[src/sv/tcp_syn_backlog_queue_defines.svh]
// Assertion macros shared by the backlog queue RTL.
`ifndef TCP_SYN_BACKLOG_QUEUE_DEFINES_SVH
`define TCP_SYN_BACKLOG_QUEUE_DEFINES_SVH

`ifndef ASSERT_OFF
`define TSBQ_ASSERT(name, clk, rst, prop) \
   name: assert property (@(posedge clk) disable iff (rst) prop) \
      else $error("tsbq assertion failed");
`define TSBQ_ASSERT_ALWAYS(name, clk, prop) \
   name: assert property (@(posedge clk) prop) \
      else $error("tsbq assertion failed");
`else
`define TSBQ_ASSERT(name, clk, rst, prop)
`define TSBQ_ASSERT_ALWAYS(name, clk, prop)
`endif

`endif

[src/sv/tsbq_pkg.sv]
package tsbq_pkg;

   localparam logic [1:0] OP_OFFER = 2'd0;
   localparam logic [1:0] OP_FIND  = 2'd1;
   localparam logic [1:0] OP_FREE  = 2'd2;

   localparam int SYN_BIT = 1;

   typedef enum logic [1:0] {
      ST_IDLE,
      ST_SCAN,
      ST_READ
   } state_type;

   typedef struct packed {
      logic [1:0]  opcode;
      logic [7:0]  tcp_flags;
      logic [15:0] source_port;
      logic [31:0] source_address;
      logic [31:0] sequence_number;
      logic [15:0] max_segment_size;
      logic [2:0]  slot_index;
   } req_type;

   typedef struct packed {
      logic        accepted;
      logic        stored;
      logic        found;
      logic [2:0]  found_slot;
      logic [15:0] entry_port;
      logic [31:0] entry_address;
      logic [31:0] entry_next_sequence;
      logic [15:0] entry_mss;
   } rsp_type;

   typedef struct packed {
      logic [15:0] port;
      logic [31:0] address;
      logic [31:0] next_sequence;
      logic [15:0] mss;
   } slot_entry_type;

endpackage

[src/sv/tsbq_ram.sv]
module tsbq_ram #(
   parameter int WIDTH = 96,
   parameter int DEPTH = 8
) (
   input  logic                                     clock,
   input  logic                                     wr_en,
   input  logic [((DEPTH > 1) ? $clog2(DEPTH) : 1)-1:0] wr_addr,
   input  logic [WIDTH-1:0]                         wr_data,
   input  logic                                     rd_en,
   input  logic [((DEPTH > 1) ? $clog2(DEPTH) : 1)-1:0] rd_addr,
   output logic [WIDTH-1:0]                         rd_data
);

   logic [WIDTH-1:0] mem_ff [DEPTH];
   logic [WIDTH-1:0] rd_data_ff;

   always_ff @(posedge clock) begin
      if (wr_en) begin
         mem_ff[wr_addr] <= wr_data;
      end
      if (rd_en) begin
         rd_data_ff <= mem_ff[rd_addr];
      end
   end

   assign rd_data = rd_data_ff;

endmodule

[src/sv/tcp_syn_backlog_queue.sv]
// Offer, free and no-op words: result in the cycle after start, next start the cycle after.
// Find: the ring is scanned one slot per cycle, then on a hit the slot RAM gives its
// registered read. Results are single-cycle strobes on rsp_valid.
// Reset (synchronous) frees every slot and zeroes the write pointer.
`include "tcp_syn_backlog_queue_defines.svh"

module tcp_syn_backlog_queue #(
   parameter int QUEUE_DEPTH = 8
) (
   input  logic              clock,
   input  logic              reset,
   input  logic              start,
   input  tsbq_pkg::req_type req_item,
   output logic              busy,
   output logic              rsp_valid,
   output tsbq_pkg::rsp_type rsp_item
);

   localparam int IDX_W = (QUEUE_DEPTH > 1) ? $clog2(QUEUE_DEPTH) : 1;
   localparam logic [IDX_W-1:0] LAST_IDX = IDX_W'(QUEUE_DEPTH - 1);

   function automatic logic [IDX_W-1:0] ring_next(input logic [IDX_W-1:0] p);
      return (p == LAST_IDX) ? '0 : p + 1'b1;
   endfunction

   tsbq_pkg::state_type      state_ff, state_in;
   logic [IDX_W-1:0]         wp_ff, wp_in;
   logic [IDX_W-1:0]         scan_ptr_ff, scan_ptr_in;
   logic [IDX_W-1:0]         cnt_ff, cnt_in;
   logic [QUEUE_DEPTH-1:0]   occupied_ff, occupied_in;
   tsbq_pkg::rsp_type        rsp_ff, rsp_in;
   logic                     rsp_valid_ff, rsp_valid_in;

   logic                     wr_en;
   tsbq_pkg::slot_entry_type wr_data;
   logic                     rd_en;
   tsbq_pkg::slot_entry_type rd_data;
   logic                     offer_ok;
   logic                     free_ok;
   logic [IDX_W-1:0]         free_idx;

   tsbq_ram #(
      .WIDTH($bits(tsbq_pkg::slot_entry_type)),
      .DEPTH(QUEUE_DEPTH)
   ) u_slot_ram (
      .clock   (clock),
      .wr_en   (wr_en),
      .wr_addr (wp_ff),
      .wr_data (wr_data),
      .rd_en   (rd_en),
      .rd_addr (scan_ptr_ff),
      .rd_data (rd_data)
   );

   assign offer_ok = req_item.tcp_flags[tsbq_pkg::SYN_BIT] && (req_item.source_port != '0);
   assign free_ok  = int'(req_item.slot_index) < QUEUE_DEPTH;
   assign free_idx = IDX_W'(req_item.slot_index);

   always_comb begin
      wr_data.port          = req_item.source_port;
      wr_data.address       = req_item.source_address;
      wr_data.next_sequence = req_item.sequence_number + 32'd1;
      wr_data.mss           = req_item.max_segment_size;
   end

   always_comb begin
      state_in     = state_ff;
      wp_in        = wp_ff;
      scan_ptr_in  = scan_ptr_ff;
      cnt_in       = cnt_ff;
      occupied_in  = occupied_ff;
      rsp_in       = '0;
      rsp_valid_in = 1'b0;
      wr_en        = 1'b0;
      rd_en        = 1'b0;
      unique case (state_ff)
         tsbq_pkg::ST_IDLE: begin
            if (start) begin
               unique case (req_item.opcode)
                  tsbq_pkg::OP_OFFER: begin
                     rsp_valid_in    = 1'b1;
                     rsp_in.accepted = offer_ok;
                     if (offer_ok && !occupied_ff[wp_ff]) begin
                        wr_en              = 1'b1;
                        occupied_in[wp_ff] = 1'b1;
                        wp_in              = ring_next(wp_ff);
                        rsp_in.stored      = 1'b1;
                     end
                  end
                  tsbq_pkg::OP_FIND: begin
                     scan_ptr_in = ring_next(wp_ff);
                     cnt_in      = '0;
                     state_in    = tsbq_pkg::ST_SCAN;
                  end
                  tsbq_pkg::OP_FREE: begin
                     rsp_valid_in = 1'b1;
                     if (free_ok) begin
                        occupied_in[free_idx] = 1'b0;
                     end
                  end
                  default: begin
                     rsp_valid_in = 1'b1;
                  end
               endcase
            end
         end
         tsbq_pkg::ST_SCAN: begin
            if (occupied_ff[scan_ptr_ff]) begin
               rd_en    = 1'b1;
               state_in = tsbq_pkg::ST_READ;
            end else if (cnt_ff == LAST_IDX) begin
               rsp_valid_in = 1'b1;
               state_in     = tsbq_pkg::ST_IDLE;
            end else begin
               scan_ptr_in = ring_next(scan_ptr_ff);
               cnt_in      = cnt_ff + 1'b1;
            end
         end
         tsbq_pkg::ST_READ: begin
            rsp_valid_in               = 1'b1;
            rsp_in.found               = 1'b1;
            rsp_in.found_slot          = 3'(scan_ptr_ff);
            rsp_in.entry_port          = rd_data.port;
            rsp_in.entry_address       = rd_data.address;
            rsp_in.entry_next_sequence = rd_data.next_sequence;
            rsp_in.entry_mss           = rd_data.mss;
            state_in                   = tsbq_pkg::ST_IDLE;
         end
         default: begin
            state_in = tsbq_pkg::ST_IDLE;
         end
      endcase
   end

   always_ff @(posedge clock) begin
      if (reset) begin
         state_ff     <= tsbq_pkg::ST_IDLE;
         wp_ff        <= '0;
         occupied_ff  <= '0;
         rsp_valid_ff <= 1'b0;
      end else begin
         state_ff     <= state_in;
         wp_ff        <= wp_in;
         occupied_ff  <= occupied_in;
         rsp_valid_ff <= rsp_valid_in;
      end
   end

   always_ff @(posedge clock) begin
      scan_ptr_ff <= scan_ptr_in;
      cnt_ff      <= cnt_in;
      rsp_ff      <= rsp_in;
   end

   assign busy      = state_ff != tsbq_pkg::ST_IDLE;
   assign rsp_valid = rsp_valid_ff;
   assign rsp_item  = rsp_ff;

   `TSBQ_ASSERT(a_start_leads_on, clock, reset, start && !busy |=> rsp_valid || busy)
   `TSBQ_ASSERT(a_no_rsp_while_busy, clock, reset, busy |-> !rsp_valid)
   `TSBQ_ASSERT(a_read_slot_held, clock, reset, (state_ff == tsbq_pkg::ST_READ) |-> occupied_ff[scan_ptr_ff])
   `TSBQ_ASSERT(a_stored_accepted, clock, reset, rsp_valid && rsp_item.stored |-> rsp_item.accepted)
   `TSBQ_ASSERT_ALWAYS(a_reset_idle, clock, reset |=> !busy && !rsp_valid)

endmodule

[config.mk]
export PLATFORM = sky130hd
export DESIGN_NAME = tcp_syn_backlog_queue
export DESIGN_NICKNAME = d
export VERILOG_FILES = /design/src/sv/tsbq_pkg.sv /design/src/sv/tsbq_ram.sv /design/src/sv/tcp_syn_backlog_queue.sv
export VERILOG_INCLUDE_DIRS = /design/src /design/src/sv
export SDC_FILE = /design/constraint.sdc
export NUM_CORES = 1
export LEC_CHECK = 0
export ABC_AREA = 0
export BUFFER_PORTS_ARGS = -buffer_cell sky130_fd_sc_hd__buf_2
export CAP_MARGIN = 20
export CORE_ASPECT_RATIO = 0.5
export CORE_MARGIN = 4
export CORE_UTILIZATION = 40
export DETAILED_ROUTE_END_ITERATION = 7
export PLACE_DENSITY = 0.59
export SLEW_MARGIN = 15
export SYNTH_ARGS = -nofsm -noshare
export SYNTH_HDL_FRONTEND = slang
export SYNTH_HIERARCHICAL = 1
export SYNTH_SLANG_ARGS = --single-unit
[constraint.sdc]
create_clock -name clock -period 10.17 [get_ports clock]
set_input_delay 0.5085 -clock clock [delete_from_list [all_inputs] [get_ports clock]]
set_output_delay 0.5085 -clock clock [all_outputs]
set_load 0.05 [all_outputs]
==> flow_summary_export.csv <==
group,metric,value,unit
status,status,"completed",
global_route,grt_use_total,15.43,%
die,core,89120,sq um
synthesis,synth_edf_count,870,
synthesis,syn_nets,1754,
worst_setup_path,cp.buffers_inverters,3,
synthesis,synthesis.area,36270,sq um
cells_and_area,final_cells,3155,
die,start_util,40.69,%
synthesis,synth_seq_cells,986,
timing,setup_viol,0,
synthesis,yosysWarnings,6,
die,die_h,220.9,um
global_route,grt_pass1_wl,110.6,mm
timing,rsz0062_at_grt,"false",
die,rows,77,
synthesis,synthArstFlopShare,0,%
placed_design,place.detailed.instances,2986,
power,p_leak,13.76,nW
timing,tightest_slew,1.057,ns
timing,slew-limit-headroom,29.54,%
cts,clock_sinks,986,
cts,root_buffer,"clkbuf_16",
cts,cts_setup_buffers,0,
worst_setup_path,max_stage_delay,0.75,ns
placed_design,place_congestion,0.7323,
worst_setup_path,critPathTopFamily,"buffers and inverters",
power,power,7.983,mW
global_route,grt_overflow,0,
timing,post-route-min-period,4.755,ns
cells_and_area,fillCellCount,7318,
timing,skew,0.02043,ns
synthesis,synth-seq-area-share,78.44,%
die,die_w,433.8,um
min_path,holdCritPathClass,"in -> reg",
route,routedWlPerCell,23.45,um
worst_setup_path,path_common_cell,"buf_4",
power,powerDensity,191.9,nW/um^2
global_route,antenna_found_initial,9,
synthesis,postSynthCellCount,1635,
cts,cts_hold_buf,0,
cells_and_area,drive_above_1_share,34.62,%
synthesis,avgSynthCellArea,22.18,sq um
cts,cts_buffer_depth,3,
route,via_per_inst,5.138,
route,vias,16211,
cts,cts_resized,0,
worst_setup_path,start_kind,"register",
global_route,grt_pass1_vias,16996,
placed_design,hpwl,37.86,mm
worst_setup_path,cp_cell_sequence,"mux4_2 > mux2i_4 > nand3_4 > inv_2 > nand2_1 > nor2_4 > buf_4 > buf_4",
route,wirelength,73.98,mm
global_route,grt_start_max_net_pins,139,
worst_setup_path,critical_path_arrival,5.01,ns
worst_setup_path,worst-setup-path-type,"reg -> reg",
timing,setup_tns,0,ns
cells_and_area,final_nets,2011,
worst_setup_path,path_max_fanout,41,
synthesis,synth_cell_types,49,
cts,numCtsBuffers,89,
die,ios,216,
route,first_pass_iters,5,
die,die_area,95840,sq um
synthesis,synth_top_flop_cell,"edfxtp_1",
job,maxCapViolations,0,
timing,fmax,210.3,MHz
cts,insertion_delay,0.63,ns
worst_setup_path,required,10.43,ns
timing,fin_crit_sh,46.76,%
cells_and_area,syn_to_final_growth,14.69,%
cts,path_clk_slew,0.06,ns
worst_setup_path,worst_setup_path_end_kind,"register",
route,first_iter_violations,980,
timing,hold_violations,0,
power,ir_worst_vdd,0.0001380,V
route,drcViolationCount,0,
worst_setup_path,cp_slowest_cell,"buf_4",
cts,htree_levels,3,
timing,slew_viol_final,0,
cts,tritoncts,"built",
placed_design,portBuffers,208,
route,ant_nets,0,
[placed cells by master (no fill, tap or decap), types with 3 or more instances in the layout]
cell type  count
mux2_2        97
diode_2        3
mux4_2       196
clkbuf_16     92
edfxtp_1     870
nand2_1       21
and2_1       105
clkbuf_8      11
nand4_1       18
nand2b_1       6
nor3_1         5
ha_1           7
nor2_1         9
xor2_1         5
dfxtp_1      116
clkinv_1      15
nor2_4         6
nor4_1         5
inv_1          9
clkbuf_1      24
and3_1         5
xnor2_1       25
bufinv_16      6
buf_2        208
clkinv_2      12
nand3_1       12
buf_12         3
buf_4         27
o31ai_1        4
o211ai_1       3
o21ai_1        3
[per-stage QoR]
stage	instance area, sq um	setup slack, ns	util [%]	hold WS, ns
finish	41590	5.415	46.67	0.1362
global route	41590	5.155	46.67	0.1151
CTS	41590	5.334	46.66	0.08802
detailed placement	38690	5.350	43.41	0.4245
global placement	38690	5.323	43.41	0.4231
floorplan	36270	1.376	-	0.4203
[report_power, final]
group / switching [mW] / internal [mW] / leakage [nW]
combinational: 0.137 / 0.114 / 3.59
sequential: 0.00633 / 4.41 / 8.76
clock: 1.42 / 1.90 / 1.42
total: 1.56 / 6.42 / 13.8
[flip-flops by register name (all words and copies together) (netlist names)]
name and flops:
cnt_ff 3, occupied_ff 8, rsp_item 102, rsp_valid 1, scan_ptr_ff 3, state_ff 2, u_slot_ram/mem_ff 768, u_slot_ram/rd_data 96
wp_ff 3
[logic make-up after synthesis]
| group | after synthesis | share of synthesized area, % |
|---|---|---|
| flip-flops | 986 | 78.44 |
| multiplexers | 296 | 15.31 |
| AND/OR/NAND/NOR | 212 | 3.485 |
| buffers and inverters | 82 | 1.304 |
| XOR/XNOR | 30 | 0.7245 |
| AO/OA/AOI/OAI | 22 | 0.4899 |
| adder cells (fa/ha/maj) | 7 | 0.2415 |
[cell usage after synthesis, types with 2 or more instances]
cell type    n  share of area (%)
buf_6       21               0.65
o211ai_1     3              0.062
mux2_2      97                3.0
o311ai_1     2              0.048
buf_2        6              0.083
ha_1         7               0.24
o21ai_1      3              0.041
nor3_1       7              0.097
and2_1     106                1.8
clkbuf_1    35               0.36
nand4_1     18               0.31
o31ai_1      4              0.083
dfxtp_1    116                6.4
nand3_1     12               0.17
nor4_1       6               0.10
nand2b_1     6               0.10
nor2b_1      3              0.052
buf_1       10               0.10
o311ai_0     2              0.048
xor2_1       5               0.12
inv_1        9              0.093
or2_2        2              0.034
a21oi_1      2              0.028
and3_1       5              0.086
xnor2_1     25               0.60
edfxtp_1   870                 72
mux4_2     196                 12
nand2_1     21               0.22
nor2_1      15               0.16
o41ai_2      2              0.090
[cell type report]
class | instances | area [sq um] | share of cell area, %
Inverter | 10 | 37.54 | 0.09024
Tap cell | 1185 | 1483 | 3.565
Clock inverter | 39 | 354.1 | 0.8513
Clock buffer | 127 | 2544 | 6.116
Sequential cell | 986 | 28450 | 68.39
Timing Repair Buffer | 238 | 1304 | 3.134
Antenna cell | 3 | 7.507 | 0.01805
Multi-Input combinational cell | 567 | 7417 | 17.83
[worst paths after layout]
check / slack [ns] / depth (start not counted) / to / startpoint
max: 5.41 / 8 / u_slot_ram/mem_ff[7][38]$_DFFE_PP_ / wp_ff[0]$_SDFFE_PP0P_
min: 0.14 / 1 / u_slot_ram/mem_ff[5][4]$_DFFE_PP_ / req_item[7]
max reg2reg: 5.41 / 8 / u_slot_ram/mem_ff[7][38]$_DFFE_PP_ / wp_ff[0]$_SDFFE_PP0P_
min reg2reg: 0.43 / 1 / rsp_item[1]$_SDFF_PN0_ / u_slot_ram/rd_data[1]$_DFFE_PP_
[worst reg2reg max path: stages (launching register included)]
cell and delay [ns]:
dfxtp_1 0.71, mux4_2 0.62, mux2i_4 0.23, nand3_4 0.15, inv_2 0.13, nand2_1 0.22, nor2_4 0.72, buf_4 0.77
buf_4 0.78
[layer usage]
metal	GRT usage [%]	up-vias	wire [um]
met4	3.784	4	1438
met3	2.615	113	2669
met2	27.15	268	38780
met5	0	-	27
met1	19.99	8644	31070
li1	-	7182	-
(Power assumes the default switching activity.)
